File: src/rtl/sis_pkg.sv
`default_nettype none

package sis_pkg;

    // Store size and derived widths.
    localparam int CAPACITY   = 256;
    localparam int INDEX_W    = 8;
    localparam int COUNT_W    = $clog2(CAPACITY + 1);
    localparam int WIDTH_W    = 4;
    localparam int LEN_W      = 12;
    localparam int VALUE_W    = 64;
    localparam int GROUP_SIZE = 16;
    localparam int NUM_GROUPS = CAPACITY / GROUP_SIZE;

    // Element widths in bytes.
    localparam logic [WIDTH_W-1:0] W_BYTES_2 = WIDTH_W'(2);
    localparam logic [WIDTH_W-1:0] W_BYTES_4 = WIDTH_W'(4);
    localparam logic [WIDTH_W-1:0] W_BYTES_8 = WIDTH_W'(8);

    typedef logic signed [VALUE_W-1:0] t_entry;

    typedef enum logic [1:0] {
        K_ADD    = 2'd0,
        K_REMOVE = 2'd1,
        K_FIND   = 2'd2,
        K_GET    = 2'd3
    } t_kind;

    typedef enum logic [1:0] {
        ST_OK    = 2'd0,
        ST_MISS  = 2'd1,
        ST_RANGE = 2'd2,
        ST_FULL  = 2'd3
    } t_status;

    typedef enum logic [1:0] {
        S_IDLE,
        S_CMP,
        S_RED,
        S_UPD
    } t_state;

    // Input word: one operation.
    typedef struct packed {
        t_kind               kind;
        t_entry              value;
        logic [INDEX_W-1:0]  index;
    } t_in_word;

    // Output word: one result.
    typedef struct packed {
        t_status             status;
        t_entry              read_value;
        logic [COUNT_W-1:0]  count;
        logic [WIDTH_W-1:0]  width_bytes;
        logic [LEN_W-1:0]    byte_length;
    } t_out_word;

    // Broadcast from the controller to every cell.
    typedef struct packed {
        logic                cmp;
        logic                ins;
        logic                del;
        t_entry              value;
        logic [INDEX_W-1:0]  index;
        logic [COUNT_W-1:0]  count;
    } t_cell_ctrl;

endpackage

`default_nettype wire

File: src/rtl/sis_cell.sv
`default_nettype none

module sis_cell
    import sis_pkg::*;
(
    input  wire logic               i_clk,
    input  wire t_cell_ctrl         i_ctrl,
    input  wire logic [INDEX_W-1:0] i_pos,
    input  wire t_entry             i_left_entry,
    input  wire logic               i_left_lt,
    input  wire t_entry             i_right_entry,
    output t_entry                  o_entry,
    output logic                    o_lt,
    output logic                    o_eq,
    output logic                    o_sel
);

    t_entry r_entry;
    t_entry n_entry;
    logic   r_lt;
    logic   r_eq;
    logic   r_sel;
    logic   in_range;

    // A cell holds a live entry when its position is below the count.
    assign in_range = ({1'b0, i_pos} < i_ctrl.count);

    // Compare flags are taken once per operation and held for the update.
    always_ff @(posedge i_clk) begin
        if (i_ctrl.cmp) begin
            r_lt  <= in_range && (r_entry < i_ctrl.value);
            r_eq  <= in_range && (r_entry == i_ctrl.value);
            r_sel <= (i_pos == i_ctrl.index);
        end
    end

    // Cells at or above the insertion point shift up; on removal they pull
    // the neighbour above down over the gap.
    always_comb begin
        n_entry = r_entry;
        if (i_ctrl.ins) begin
            if (!r_lt) begin
                n_entry = i_left_lt ? i_ctrl.value : i_left_entry;
            end
        end else if (i_ctrl.del) begin
            if (!r_lt) begin
                n_entry = i_right_entry;
            end
        end
    end

    always_ff @(posedge i_clk) begin
        r_entry <= n_entry;
    end

    assign o_entry = r_entry;
    assign o_lt    = r_lt;
    assign o_eq    = r_eq;
    assign o_sel   = r_sel;

endmodule

`default_nettype wire

File: config.mk
export PLATFORM = sky130hd
export DESIGN_NAME = sis_cell
export DESIGN_NICKNAME = d
export VERILOG_FILES = /design/src/rtl/sis_pkg.sv /design/src/rtl/sis_cell.sv
export SDC_FILE = /design/constraint.sdc
export NUM_CORES = 1
export LEC_CHECK = 0
export BUFFER_PORTS_ARGS = -buffer_cell sky130_fd_sc_hd__buf_4
export CAP_MARGIN = 20
export CORE_AREA = 2 2 113 115
export DETAILED_ROUTE_END_ITERATION = 6
export DIE_AREA = 0 0 115 117
export PLACE_DENSITY = 0.74
export SYNTH_ARGS = -nofsm -noshare
export SYNTH_HDL_FRONTEND = slang
export SYNTH_SLANG_ARGS = --single-unit
File: constraint.sdc
create_clock -name i_clk -period 7.5 [get_ports i_clk]
set_input_delay 0.375 -clock i_clk [delete_from_list [all_inputs] [get_ports i_clk]]
set_output_delay 0.375 -clock i_clk [all_outputs]
set_load 0.02 [all_outputs]
Yosys cells after proc, flatten, opt, wreduce, memory -nomap -nowiden
Index checks and enable logic that the tools add are counted.

Add/sub/neg operators: 0. Multipliers: 0. Div/mod/pow operators: 0. $lt $le $gt $ge: 2. Eq/ne operators: 2. Shifts and indexed selects: 0. Mux-type cells: 5. Bitwise gates (word level): 1. Reductions and logical operators: 4.

Operators with widths (count): $mux 64 (5); $eq 64x64->1 (1); $lt 64x64->1 (1); $lt 8x9->1 (1); $eq 8x8->1 (1); $logic_and 1x1->1 (2); $reduce_and 2->1 (1); $reduce_bool 2->1 (1); $not 1->1 (1).

Flip-flop bits (word level): 67. Latch bits: 0. Memory bits (writable): 0. Memory bits (read-only): 0. Output and inout bits: 67. Logic and storage cells: 18. Memories: 0.

Logic depth before layout (Yosys ltp)
Depth after elaboration: 3. Depth in mapped cells: 9.

Worst setup path before layout
OpenSTA, ideal clock, no wires.

Path kind: input to register. From: in i_ctrl[82] in the netlist's numbering. To: reg r_entry[0], in the netlist o_entry[0] (enable). Data arrival time: 3668 ps. Data required time: 7014 ps. Setup slack: 3346 ps. Stages: 4. Buffers on the path: 2. Path through: clkbuf_1 clkbuf_1 nor2_1 nor2_1.

Word-level cells in the longest chain between the ends: 2.

Ends and longest elaborated chain: from (decl) (line sis_cell.sv:7) `input wire t_cell_ctrl i_ctrl,`; $reduce_bool 2->1 (no source line); $reduce_and 2->1 (no source line); to (signal assigned) (line sis_cell.sv:53) `r_entry <= n_entry;`; to (decl) (line sis_cell.sv:18) `t_entry r_entry;`.

No other way between the ends. A chain may end at the register's enable or synchronous reset.

Worst setup path after layout
From: reg r_entry[39], in the netlist o_entry[39]. To: reg r_lt, in the netlist o_lt (data pin).

Word-level cells in the longest chain between the ends: 2.

Ends and longest elaborated chain: $lt 64x64->1 (line sis_cell.sv:31) `r_lt <= in_range && (r_entry < i_ctrl.value);`; $logic_and 1x1->1 (line sis_cell.sv:31); to (signal assigned) (line sis_cell.sv:31); to (decl) (line sis_cell.sv:20) `logic r_lt;`.

No other way between the ends.

==> results.json <==
{
  "wl_met3_um": 1090,
  "finalSetupViolCount": 0,
  "area.growth.synth_to_final_pct": 49.7,
  "die_w_um": 115,
  "power.total_mw": 1.36,
  "clk_pin_slew_ps": 50,
  "crit_required_ps": 7560,
  "nFillCells": 1044,
  "fin_crit_ps": 2450,
  "antenna_cells": 0,
  "cts_hold_buf": 0,
  "maxCapViolCount": 0,
  "reg2reg_from": "o_entry[39]",
  "track_usage": 0.221,
  "ys_seq_elements": 67,
  "cp.arrival_ps": 2510,
  "ys_seq_area_frac": 0.384,
  "dr_wl_met2_um": 8100,
  "finalMaxSlewViolations": 0,
  "grt_pass1_wl_um": 23300,
  "rows": 41,
  "max_freq_mhz": 408,
  "highest_layer": "met4",
  "relSlewSlack": 0.456,
  "final_common_cell": "buf_4",
  "yosysTopAreaCell": "edfxtp_1",
  "synth_top_area_share": 0.384,
  "first_global_vias": 4986,
  "dpl.hpwl_um": 12900,
  "cts_resized": 0,
  "die-area_um2": 13500,
  "avgRoutedWirePerCell_um": 15.8,
  "cts_sinks": 67,
  "critPathKind": "flop to flop",
  "cts_buffer_depth": 2,
  "cts_tree": "yes",
  "totalNegativeSetupSlack_ps": 0,
  "status": "finished clean",
  "fin_crit_sh": 0.327,
  "hold_path.class": "input pin to flop",
  "power_density_nw_per_um2": 173,
  "synth_area_leaders": "edfxtp_1 (38%), ha_1 (17%), mux2i_1 (12%)",
  "hp-start": "i_ctrl[83]",
  "avgSynthCellArea_um2": 9.63,
  "first_pass_iters": 6,
  "vdd_drop_max_mv": 0.121,
  "critPathMaxFanout": 4,
  "antenna_found_initial": 0,
  "numCtsBuffers": 9,
  "ios": 289,
  "core_area_um2": 12300,
  "rr_worst_depth": 8,
  "fp.dieH_um": 117,
  "post-cts-setup-buffer-count": 0,
  "synth_cell_types": 38,
  "initial_core_util": 0.426,
  "rsz0062_at_grt": "false",
  "r2r_setup_slack_ps": 5050,
  "hold_depth": 1,
  "netlist_area_um2": 5240,
  "worst_setup_path_start_kind": "flop",
  "route.detailed.drc": 0,
  "drive_gt1_frac": 0.381,
  "vias": 5031,
  "final_cell_mix": "buf_4 (291), a21oi_1 (91), inv_1 (71), ha_1 (71), nor2_1 (69)",
  "multi_input_area_um2": 2880,
  "insertion_delay_ps": 320,
  "synthCells": 544,
  "finalNetCount": 1118,
  "drtIter0Drc": 133,
  "gp_congestion": 0.847,
  "postRouteWirelength_um": 15500,
  "clock_skew_ps": 5.42,
  "syn_nets": 837,
  "yosysWarnings": 0,
  "r2r_end": "o_lt",
  "final_area_um2": 7840,
  "min_to": "o_eq",
  "grt-ovfl-total": 0,
  "tightestPinTransition_ps": 814,
  "grt_max_degree": 66,
  "cts_max_level": 3,
  "root_buffer": "clkbuf_16",
  "finalHoldViolCount": 0,
  "leakage_nw": 3.93,
  "placed_area_um2": 7530,
  "vias_per_cell": 5.13,
  "io_buffers": 288,
  "end_kind": "flop",
  "drtAntennaViolNets": 0,
  "met1Wirelength_um": 5920,
  "final-seq-area_um2": 2010
}
-- where the power goes --
group | switching, mW | total, mW | internal (mW)
registers | 0.0240 | 0.494 | 0.470
logic | 0.222 | 0.430 | 0.208
clock network | 0.148 | 0.436 | 0.288
-- worst max-delay path by stage --
stage / start / end / slack, ps / cells after the start
finish: o_entry[39] / o_lt / 5050 / 8
global route: o_entry[39] / o_lt / 4840 / 8
CTS: o_entry[39] / o_lt / 5020 / 8
detailed placement: i_ctrl[82] / o_entry[13] / 4830 / 4
global placement: i_ctrl[82] / o_entry[2] / 4890 / 4
floorplan: i_ctrl[82] / o_entry[0] / 3350 / 4
-- critical path: stages (launching register included) --
cell and delay (ps):
edfxtp_1 400, ha_1 330, nand4_1 210, nor4_2 420, nand3_1 120, or3_1 360, o21ai_2 150, o31a_2 150
nor3_2 40
-- sequential cells by signal, summed over array words and instances, names as in the netlist --
register and count:
o_entry 64, o_eq 1, o_lt 1, o_sel 1
-- area by class of cell --
class / count / share of cell area
timing repair buffer: 291 / 0.279
clock inverter: 6 / 0.0102
inverter: 71 / 0.0340
clock buffer: 10 / 0.0292
multi-input combinational: 385 / 0.368
tap: 150 / 0.0239
sequential: 67 / 0.257
-- routing by layer --
| metal | GRT usage | up-vias |
|---|---|---|
| met5 | 0 | - |
| met4 | 0.0795 | 0 |
| met3 | 0.0494 | 30 |
| met2 | 0.410 | 204 |
| met1 | 0.248 | 2272 |
| li1 | - | 2525 |
-- cell usage after synthesis --
cell and count:
clkbuf_1 11, nand4_1 15, nor3_1 2, a21boi_0 2, o31a_2 1, nand3_1 9, o21ai_1 1, xnor2_1 8
a21o_1 9, a221oi_1 1, a31oi_1 1, buf_2 6, o31ai_1 1, a21oi_1 91, nor4_1 1, o21bai_1 1
nand2b_1 1, nor4b_2 2, nand4_4 1, buf_1 4, nor2b_1 1, o211ai_1 1, o21ai_0 6, or2b_2 1
nand2_1 10, nor3_2 2, nand4_2 1, edfxtp_1 67, or4_1 1, a2111oi_0 3, nor4_2 2, mux2i_1 64
o21ai_2 1, nor2_1 70, or3_1 1, ha_1 71, inv_1 71, a211oi_1 3
-- logic make-up (layout without fill, tap and decap cells) --
logic type	after synthesis	count (layout)	share of synthesized area
muxes	64	64	0.122
xor gates and xnor gates	8	8	0.0134
adders and majority gates	71	71	0.169
buffers and inverters	92	378	0.0673
AOI/OAI and AO/OA	122	122	0.129
DFF	67	67	0.384
and+or+nand+nor	120	120	0.114
-- metrics by stage --
step	setup slack, ps	cells	hold WS [ps]	util
2_1_floorplan	3350	544	487	-
3_3_place_gp	4890	964	604	0.612
3_5_place_dp	4830	964	606	0.612
4_1_cts	5020	980	272	0.637
5_1_grt	4840	980	274	0.637
6_report	5050	980	282	0.637
Note: power is estimated with default switching activity, not from simulation.
