$ cat src/rtl/sis_pkg.sv
`default_nettype none

package sis_pkg;

    // Store size and derived widths.
    localparam int CAPACITY   = 256;
    localparam int INDEX_W    = 8;
    localparam int COUNT_W    = $clog2(CAPACITY + 1);
    localparam int WIDTH_W    = 4;
    localparam int LEN_W      = 12;
    localparam int VALUE_W    = 64;
    localparam int GROUP_SIZE = 16;
    localparam int NUM_GROUPS = CAPACITY / GROUP_SIZE;

    // Element widths in bytes.
    localparam logic [WIDTH_W-1:0] W_BYTES_2 = WIDTH_W'(2);
    localparam logic [WIDTH_W-1:0] W_BYTES_4 = WIDTH_W'(4);
    localparam logic [WIDTH_W-1:0] W_BYTES_8 = WIDTH_W'(8);

    typedef logic signed [VALUE_W-1:0] t_entry;

    typedef enum logic [1:0] {
        K_ADD    = 2'd0,
        K_REMOVE = 2'd1,
        K_FIND   = 2'd2,
        K_GET    = 2'd3
    } t_kind;

    typedef enum logic [1:0] {
        ST_OK    = 2'd0,
        ST_MISS  = 2'd1,
        ST_RANGE = 2'd2,
        ST_FULL  = 2'd3
    } t_status;

    typedef enum logic [1:0] {
        S_IDLE,
        S_CMP,
        S_RED,
        S_UPD
    } t_state;

    // Input word: one operation.
    typedef struct packed {
        t_kind               kind;
        t_entry              value;
        logic [INDEX_W-1:0]  index;
    } t_in_word;

    // Output word: one result.
    typedef struct packed {
        t_status             status;
        t_entry              read_value;
        logic [COUNT_W-1:0]  count;
        logic [WIDTH_W-1:0]  width_bytes;
        logic [LEN_W-1:0]    byte_length;
    } t_out_word;

    // Broadcast from the controller to every cell.
    typedef struct packed {
        logic                cmp;
        logic                ins;
        logic                del;
        t_entry              value;
        logic [INDEX_W-1:0]  index;
        logic [COUNT_W-1:0]  count;
    } t_cell_ctrl;

endpackage

`default_nettype wire

$ cat src/rtl/sis_group.sv
`default_nettype none

module sis_group
    import sis_pkg::*;
(
    input  wire logic                  i_clk,
    input  wire logic [GROUP_SIZE-1:0] i_eq,
    input  wire logic [GROUP_SIZE-1:0] i_sel,
    input  wire t_entry                i_entry [GROUP_SIZE],
    output logic                       o_hit,
    output t_entry                     o_rd
);

    logic   r_hit;
    t_entry r_rd;
    t_entry n_rd;

    // Selected entry of this group, zero when none is selected.
    always_comb begin
        n_rd = '0;
        for (int j = 0; j < GROUP_SIZE; j++) begin
            n_rd = n_rd | (i_sel[j] ? i_entry[j] : t_entry'(0));
        end
    end

    always_ff @(posedge i_clk) begin
        r_hit <= |i_eq;
        r_rd  <= n_rd;
    end

    assign o_hit = r_hit;
    assign o_rd  = r_rd;

endmodule

`default_nettype wire

$ cat config.mk
export PLATFORM = sky130hd
export DESIGN_NAME = sis_group
export DESIGN_NICKNAME = d
export VERILOG_FILES = /design/src/rtl/sis_pkg.sv /design/src/rtl/sis_group.sv
export SDC_FILE = /design/constraint.sdc
export NUM_CORES = 1
export LEC_CHECK = 0
export BUFFER_PORTS_ARGS = -buffer_cell sky130_fd_sc_hd__buf_4
export CAP_MARGIN = 30
export CORE_AREA = 2 2 436 438
export CTS_BUF_LIST = sky130_fd_sc_hd__clkbuf_8
export CTS_CLUSTER_SIZE = 14
export DETAILED_ROUTE_END_ITERATION = 8
export DIE_AREA = 0 0 438 440
export PLACE_DENSITY_LB_ADDON = 0.15
export SKIP_LAST_GASP = 1
export SLEW_MARGIN = 20
export SYNTH_ARGS = -nofsm -noshare
export SYNTH_HDL_FRONTEND = slang
export SYNTH_SLANG_ARGS = --single-unit
$ cat constraint.sdc
create_clock -name i_clk -period 2.9 [get_ports i_clk]
set_input_delay 0.145 -clock i_clk [delete_from_list [all_inputs] [get_ports i_clk]]
set_output_delay 0.145 -clock i_clk [all_outputs]
set_load 0.01 [all_outputs]
Word-level counts from Yosys, hierarchy flattened

Index checks and enable logic that the tools add are counted.

Add/subtract/negate cells: 0
Reductions and logical operators: 1
Bitwise gates (word level): 15
Shifts and indexed selects: 0
Equal/unequal tests: 0
Div/mod/pow operators: 0
Multiply operators: 0
Order comparisons: 0
Multiplexer cells: 16

Operators by type and width:

| operator            | count |
|---|---|
| 2-to-1 mux 64 bit   | 16 |
| bitwise OR 64 bit   | 15 |
| OR reduction 16 bit | 1 |

Register bits: 65
ROM bits: 0
Memories kept: 0
Output and inout bits: 65
RAM bits: 0
Input bits: 1057
Latch bits: 0
Logic and storage cells: 34

Longest topological paths before layout

Gate-level depths: netlist of run 1.

Depth in word-level cells: 16
Mapped depth: 5
Mapped depth without buffers: 3

Worst setup path after synthesis of run 1

Ideal clock, no wire load.

Path kind: input -> register
Start: input i_sel[5]
End: register r_rd[13], in the netlist o_rd[13]
Data required time: 2764 ps
Path buffers: 2
Cell stages on the path: 5
Path slack: 1869 ps
Arrival: 895 ps
Setup time: 136 ps
Cell sequence: buf_6 -> buf_6 -> a22o_2 -> a221oi_1 -> nand4_1

Longest elaborated chain between the ends: 12

RTL lines:

| item                            | line            | source |
|---|---|---|
| from (decl)                     | sis_group.sv:8  | `input wire logic [GROUP_SIZE-1:0] i_sel,` |
| 2-to-1 mux 64 bit               | sis_group.sv:22 | `n_rd = n_rd \| (i_sel[j] ? i_entry[j] : t_entry'(0));` |
| bitwise OR 64 bit (11 in a row) | sis_group.sv:22 |  |
| net n_rd[13]                    | sis_group.sv:16 | `t_entry n_rd;` |
| to (signal assigned)            | sis_group.sv:28 | `r_rd <= n_rd;` |
| to (decl)                       | sis_group.sv:15 | `t_entry r_rd;` |

The timed path passes the listed nets, and every way through them passes these cells.

Worst setup path in the final report of run 1

Start: input i_sel[5]
End: register r_rd[43], in the netlist o_rd[43]

The elaborated chain is that of the path after synthesis.

==> impl_results.md, run 1 <==
- Outcome: finished, final reports clean
- Initial antenna violation count: roughly 150
- Register bit total from synthesis: 65
- CP Launch Type: input port
- Period utilization: 85.6%
- Critical path's slowest cell: dlygate4sd3_1
- Leakage: 8.52 nW
- Psw: 2.21 mW
- Hold wc startpoint: i_entry[241]
- Critical path data arrival time: 2.96 ns
- Mean number of vias per cell: 3.28
- Finished Layout Cells: between 4,000 and 5,000
- Worst hold stages: 4
- Crit path kind: input port to register
- Max IR drop VDD: 0.268 mV
- Post-Syn Area: 7080 um2
- Die H: between 400 and 500 um
- Max Fclk: 0.403 GHz
- Syn avg cell area: 9.34 um2
- Crit path largest cell delay: 0.60 ns
- Root Driver: clkbuf_8
- Number of remaining DRC errors: 0
- DP HPWL: 148,000 um
- Max-cap viol count: 0
- Io pins: 1,122
- Hold WC Path Type: input port to register
- Pre-CTS setup slack: 0.689 ns
- Sequential group share of total power: between 15 and 20%
- # setup viols final: 0
- Htree depth: 3
- Required time worst endpoint: 3.38 ns
- Slew HR: 28.0%
- Final wirelength: 168,000 um
- Vias in the first global route: ~15,000
- Sw frac: 43.5%
- CP cell instances: buf_4 > buf_4 > a22o_1 > a221oi_1 > dlygate4sd3_1 > nand4_1 > dlygate4sd3_1
- Starting Density: 3.76%
- Commonest non-fill, non-tap cells in the layout: buf_4, a221oi_1, a22o_1
- Core footprint: 189,000 um2
- Post-layout minimum cycle time: 2.48 ns
- Mapped Cells: about 760
- Worst Setup End Kind: register
- Power share of the combinational group: 57.9%
- Pwr dens: 247 nW/um2
- Die ar.: 193,000 um2
- Crit path buffers/inverters: 4
- Die X-Extent: 438 um
- Syn Nets: 1,815
- Via count: 15,000
- Internal power: 2.87 mW
- Worst Tran Pin Value: 1.08 ns
- # nets final: slightly above 3,000
- IO Port Bufs: ~1,100
- Sequential area share after synthesis: 18.4%
- Final Wtd Congestion: 0.904
- Crit-path leading delay family: buffers and inverters
- Worst Path Max Fanout: 30
- Hold Crit Endpoint: o_rd[49]$_DFF_P_
- DRT iter0 DRCs: 1,360
- Largest net degree at the start of global routing: 43
- Dpl cells: 4,339
- Sum Neg Setup Slack: 0 ns
- Worst path depth: 7
- Avg WL per Cell: 36.6 um
- Unrepaired setup endpoints after global routing: false
- Placed Instance Area: 18,300 um2
- WHS: 0.372 ns
- Routed Antenna Nets: 0
- Post-CTS Setup Bufs: 0
- Clock transition at path regs: 0.15 ns
- Row cnt: 160
- Clock tree buffer depth: 2
- Post-synth cell types: 12
- Layout cells sized above 1: 59.1%
- Syn-to-layout area delta: 191%
- Final worst slack: 0.416 ns
- Synth warnings: 0
- Clock power share: 24.2%
- TritonCTS buffer count: 9
- GRT Util Overall: 16.6%
- Sinks on the clock net: 65
- Overflow after GRT: 0
- Max Slew Vio Count: 0
- Drt pass-1 iters: 6
- First-pass GRT wire length: between 150,000 and 200,000 um
- Final Cell Area: 20,600 um2
- Commonest non-fill, non-tap cell in the layout: buf_4
- Fin. Hold Viols: 0
- TritonCTS clock tree: done
stage by stage:
step	util (%)	power, mW
global route	10.9	5.31
detailed placement	9.72	3.69
global placement	9.72	3.70
finish	10.9	5.08
CTS	10.9	5.24
floorplan	-	1.66
synth_stat cells (all sizes together):
| cell type | instances | area, um2 |
|---|---|---|
| a221oi | 256 | 2240 |
| a22o | 256 | 2250 |
| buf | 78 | 706 |
| dfxtp | 65 | 1300 |
| nand4 | 65 | 407 |
| clkbuf | 34 | 148 |
| nor4 | 4 | 25.0 |
registers in the layout (all words and copies together), names as in the netlist:
signal and count:
o_hit 1, o_rd 64
cell type report:
type                    instances  area (um2)
clock buffers                  11         151
flip-flops and latches         65        1300
fillers                     22100      168000
multi-input cells             581        4930
clock inverters                 5        55.1
well taps                    2511        3140
repair buffers               1377       10900
diodes                         34        85.1
how the worst max path moves through the flow:
| stage | start | end | slack, ns |
|---|---|---|---|
| floorplan | i_sel[5] | o_rd[13]$_DFF_P_ | 1.87 |
| global placement | i_sel[5] | o_rd[13]$_DFF_P_ | 0.63 |
| detailed placement | i_sel[5] | o_rd[13]$_DFF_P_ | 0.69 |
| CTS | i_sel[5] | o_rd[43]$_DFF_P_ | 0.44 |
| global route | i_sel[5] | o_rd[45]$_DFF_P_ | 0.40 |
| finish | i_sel[5] | o_rd[43]$_DFF_P_ | 0.42 |
what timing repair did:
item	CTS	global route
endpoints found under the hold margin	65	0
hold buffers	195	0
gates resized for setup	0	0
power groups by stage:
stage,Combinational (mW),Clock [mW],Sequential [mW]
after floorplan,0.734,0,0.931
after global placement,2.77,0,0.930
after detailed placement,2.76,0,0.930
after CTS,2.97,1.36,0.910
after global routing,3.06,1.34,0.911
final,2.94,1.23,0.910
cell families (layout without fill, tap and decap cells):
logic type,Yosys count,in the layout,share of synthesized area [%]
other cells,0,34,0
simple gates,69,69,6.10
buf+inv,112,1393,12.0
compound gates,512,512,63.5
flops,65,65,18.4
routing by layer:
metal | part of all wire [%] | GRT usage (%) | vias up
li1 | - | - | 6186
met1 | 42 | 20.7 | 7560
met2 | 47 | 27.1 | 958
met3 | 9.4 | 6.17 | 230
met4 | 1.6 | 3.33 | 90
met5 | 0.34 | 0 | -
worst min-delay path, cell delays in order:
cell	delay, ns
buf_4	0.08
a221oi_1	0.07
nand4_1	0.07
dlygate4sd3_1	0.53
Note: power is estimated with default switching activity, not from simulation.
==> inputs of run 2 (changes only) <==
Settings changed: CORE_AREA 2 2 436 438 to 2 2 435 437, DIE_AREA 0 0 438 440 to 0 0 437 439.
==> impl_results.md, run 2 (synthesis gave the netlist of run 1 again) <==
- Die X-Extent: about 440 um
- Fin util: 11.0%
- Post-layout minimum cycle time: 2.37 ns
- CP Launch Type: input port
- Period utilization: 81.7%
- Io pins: 1,122
- Sum Neg Setup Slack: 0 ns
- Row cnt: ~160
- Critical path data arrival time: between 2 and 3 ns
- Largest register FFs: 64
- Max-cap viol count: 0
- Outcome: finished, final reports clean
- Die ar.: about 190,000 um2
- Htree depth: 3
- Most Frequent Cell on Critical Path: buf_4
- Crit path kind: input port to register
- Crit path largest cell delay: 0.62 ns
- Fillers: around 22,000
- Via count: around 15,000
- Post-CTS Setup Bufs: 0
- First-pass GRT wire length: 200,000 um
- Clock tree buffer depth: 2
- TritonCTS clock tree: done
- Overflow after GRT: 0
- Routed Antenna Nets: 0
- DP HPWL: about 150,000 um
- Root Driver: clkbuf_8
- Drt pass-1 iters: 5
- Clock transition at path regs: 0.14 ns
- Slew HR: 20.9%
- Mean number of vias per cell: 3.29
- Core footprint: 187,000 um2
- DRT iter0 DRCs: 1,480
- Commonest non-fill, non-tap cell in the layout: buf_4
- CP cell instances: buf_4 > buf_4 > buf_4 > a22o_1 > a221oi_1 > dlygate4sd3_1 > nand4_1 > dlygate4sd3_1
- Required time worst endpoint: 3.35 ns
- Commonest non-fill, non-tap cells in the layout: buf_4, a221oi_1, a22o_1
- Avg WL per Cell: 36.9 um
- Starting Density: between 3 and 4%
- IO Port Bufs: 1,121
- Critical path's slowest cell: dlygate4sd3_1
- Sinks on the clock net: 65
- Unrepaired setup endpoints after global routing: false
- Hold WC Path Type: input port to register
- Initial antenna violation count: 133
- Syn-to-layout area delta: 190%
- Worst Path Max Fanout: 26
- Max Fclk: ~0.42 GHz
- Die H: 439 um
- Worst Setup End Kind: register
- Fin. Hold Viols: 0
- Final wirelength: 168,000 um
- Largest net degree at the start of global routing: 42
- Vias in the first global route: about 15,000
- Pwr dens: 251 nW/um2
- Worst Tran Pin Value: 1.19 ns
- Max Slew Vio Count: 0
- # setup viols final: 0
- Leakage: 8.53 nW
- Number of remaining DRC errors: 0
- GRT Util Overall: between 10% and 20%
- Max IR drop VDD: 0.264 mV
- # nets final: 3,090
- Final Wtd Congestion: around 0.87
- TritonCTS buffer count: 9
- Overall Power: 5.16 mW
- Layout cells sized above 1: 59.1%
[run 2: what timing repair did]
| action | in CTS | in global routing |
|---|---|---|
| endpoints found under the hold margin | 65 | 0 |
| resized for setup | 0 | 0 |
| hold buffers | 195 | 0 |
[run 2: worst max-delay path, delay by kind of cell]
family / cells / cell delay, ns
compound gates: 2 / 0.44
simple gates: 1 / 0.09
buf+inv: 5 / 2.00
[run 2: cell type report]
class	instances	area [um2]	share of cell area, %
repair buffers	1376	10900	53.0
multi-input cells	581	4930	24.0
well taps	2495	3120	15.2
flip-flops and latches	65	1300	6.33
clock buffers	9	124	0.602
clock inverters	7	120	0.584
diodes	24	60.1	0.292
[run 2: layer usage]
layer | GRT usage, % | share of wire, % | vias up
li1 | - | - | 6173
met1 | 21.0 | 41 | 7589
met2 | 27.9 | 48 | 957
met3 | 5.14 | 8.7 | 213
met4 | 3.11 | 1.9 | 74
met5 | 0 | 0.28 | -
[run 2: final timing paths]
kind         start               end  slack (ns)  depth (start not counted)
max       i_sel[1]  o_rd[17]$_DFF_P_        0.53                          8
min   i_entry[538]  o_rd[26]$_DFF_P_        0.39                          4
[run 2: through the flow]
step           instance area [um2]  cells  hold slack (ns)  setup WS [ns]
5_1_grt                      20500   4541            0.340          0.487
3_5_place_dp                 18300   4322            0.391          0.655
3_3_place_gp                 18300   4322            0.374          0.627
6_report                     20600   4557            0.391          0.531
4_1_cts                      20500   4533            0.291          0.640
2_1_floorplan                 7080    758            0.248           1.87
[run 2: power breakdown]
part / internal, mW / total [mW] / switching (mW)
clock network: 0.573 / 1.30 / 0.729
registers: 0.903 / 0.913 / 0.00987
logic: 1.52 / 2.94 / 1.42
total: 3.00 / 5.16 / 2.16
==> inputs of run 3 (changes only) <==
Settings changed: ABC_AREA set to 1, CORE_AREA 2 2 435 437 to 2 2 439 441, DIE_AREA 0 0 437 439 to 0 0 441 443.
Clock period 2.9 ns to 2.4 ns, I/O delays scaled along.
==> impl_results.md, run 3 <==
- First-pass GRT wire length: 194,000 um
- Syn-to-layout area delta: 131%
- Sw frac: 43.8%
- Leakage: 14.6 nW
- Row cnt: 161
- Die X-Extent: 441 um
- Mean number of vias per cell: approximately 3.1
- Hold WC Path Type: input port to register
- Drt pass-1 iters: 5
- Top cells by count, synth: nand2_1, inv_1, nand2_2, nor2_1, buf_6
- Post-CTS Setup Bufs: 0
- Max-cap viol count: 0
- Final Wtd Congestion: 0.910
- GRT Util Overall: between 10% and 20%
- TritonCTS buffer count: 9
- Dpl cells: 6,023
- Mapped Cells: around 2,400
- DRT iter0 DRCs: ~1,100
- Required time worst endpoint: roughly 2.9 ns
- Worst Path Max Fanout: 2
- Worst Setup End Kind: register
- # nets final: 4,931
- Power share of the combinational group: 62.1%
- Clock power share: 21.8%
- Core footprint: 191,000 um2
- IO Port Bufs: 1,121
- WHS: 0.0161 ns
- Slew HR: 50.1%
- Async SR Flop Fraction: 0%
- Sum Neg Setup Slack: 0 ns
- DP HPWL: 134,000 um
- Sequential area share after synthesis: 11.3%
- Unrepaired setup endpoints after global routing: true
- Post-synth cell types: 11
- Post-layout minimum cycle time: 2.39 ns
- Commonest non-fill, non-tap cell in the layout: nand2_1
- Placed Instance Area: ~23,000 um2
- Sinks on the clock net: 65
- Htree depth: 3
- Crit path kind: input port to register
- Clock tree buffer depth: 2
- Clock transition at path regs: 0.11 ns
- Die H: ~440 um
- Io pins: 1,122
- Starting Density: 6.03%
- Die ar.: 195,000 um2
- Cell taking the most area after synthesis: nand2_1
- Synth warnings: 0
- Layout cells sized above 1: 36.2%
- Psw: ~3 mW
- Synth area leaders: nand2_1, inv_1, nand2_2
- Initial antenna violation count: 56
- Avg WL per Cell: ~24 um
- Finished Layout Cells: between 6,000 and 7,000
- Critical path data arrival time: 2.83 ns
- Overflow after GRT: 0
- Max IR drop VDD: 0.354 mV
- Number of remaining DRC errors: 0
- TritonCTS clock tree: done
- Syn avg cell area: 4.74 um2
- Via count: slightly above 20,000
- Area share of the largest cell type after synthesis: 47.5%
- Routed Antenna Nets: 0
- Commonest non-fill, non-tap cells in the layout: nand2_1, buf_4, inv_1
- Period utilization: 99.4%
- Fin. Hold Viols: 0
- Sequential group share of total power: 16.2%
- Syn Nets: roughly 3,500
- Max Fclk: 0.419 GHz
- Largest net degree at the start of global routing: 45
- Overall Power: 6.81 mW
- Outcome: finished, final reports clean
- Number of synthesized flops with an enable pin: 0
- Worst Tran Pin Value: 0.748 ns
- Root Driver: clkbuf_8
- Main synth FF type: dfxtp_1
- Top-count cell post-synth: nand2_1
- # setup viols final: 0
- CP Launch Type: input port
- Vias in the first global route: 20,900
- Post-Syn Area: 11,500 um2
- Final Cell Area: 26,700 um2
- Largest register FFs: between 60 and 70
- Pwr dens: 255 nW/um2
- Final wirelength: 153,000 um
- Max Slew Vio Count: 0
- Internal power: between 3 and 4 mW
- Register bit total from synthesis: 65
==> run 3: cell types whose count changed after synthesis, moves of 9 or more <==
cell	before	now
nand2_1	0	1459
inv_1	0	384
a221oi_1	256	0
a22o_1	247	0
nand2_2	0	210
nor2_1	0	138
clkbuf_1	32	0
buf_2	9	33
buf_6	52	69
buf_1	14	0
a22o_2	9	0
==> run 3: per-layer routing <==
layer  track usage [%]  vias to the layer above  part of all wire, %
li1                  -                     9853                    -
met1              17.5                     9528                   40
met2              27.6                      633                   51
met3              3.92                      113                  6.8
met4              3.45                       54                  1.7
met5                 0                        -                 0.23
==> run 3: cell families after synthesis <==
logic type    synth area share, %
simple gates                 66.8
flops                        11.3
buf+inv                      21.9
==> run 3: area by class of cell <==
cell class | instances | area [um2]
clock inverters | 7 | 95.1
clock buffers | 9 | 124
flip-flops and latches | 65 | 1300
well taps | 2526 | 3160
diodes | 19 | 47.5
multi-input cells | 1871 | 7710
inverters | 384 | 1440
fillers | 22700 | 165000
repair buffers | 1543 | 12800
==> run 3: repair_timing <==
action                                  4_1_cts  5_1_grt
hold endpoints to repair                     65        2
hold buffers                                366        4
resized for setup                             0       13
endpoints found under the setup margin        0       24
==> run 3: worst max-delay path, stage by stage <==
cell,delay (ns)
dlygate4sd3_1,0.58
buf_4,0.15
nand2_1,0.07
nand4_1,0.08
dlygate4sd3_1,0.56
nor2_1,0.10
dlygate4sd3_1,0.57
nand2_1,0.05
dlygate4sd3_1,0.55
==> run 3: power by group through the flow <==
stage	registers (mW)	clock network, mW	logic, mW
2_1_floorplan	1.12	0	1.33
5_1_grt	1.10	1.64	4.61
6_report	1.10	1.48	4.23
4_1_cts	1.10	1.68	4.30
3_3_place_gp	1.13	0	3.74
3_5_place_dp	1.12	0	3.73
==> run 3: path summary, 6_finish.rpt <==
check | startpoint | cells after the start | slack [ns] | end
worst min-delay path | i_entry[720] | 7 | 0.02 | o_rd[16]$_DFF_P_
worst max-delay path | i_entry[988] | 9 | 0.01 | o_rd[28]$_DFF_P_
==> run 3: through the flow <==
step / utilization, % / setup WS [ns]
6_report: 13.9 / 0.0144
5_1_grt: 13.9 / -0.0149
4_1_cts: 13.9 / 0.0191
3_5_place_dp: 11.9 / 0.552
3_3_place_gp: 11.9 / 0.562
2_1_floorplan: - / 1.60
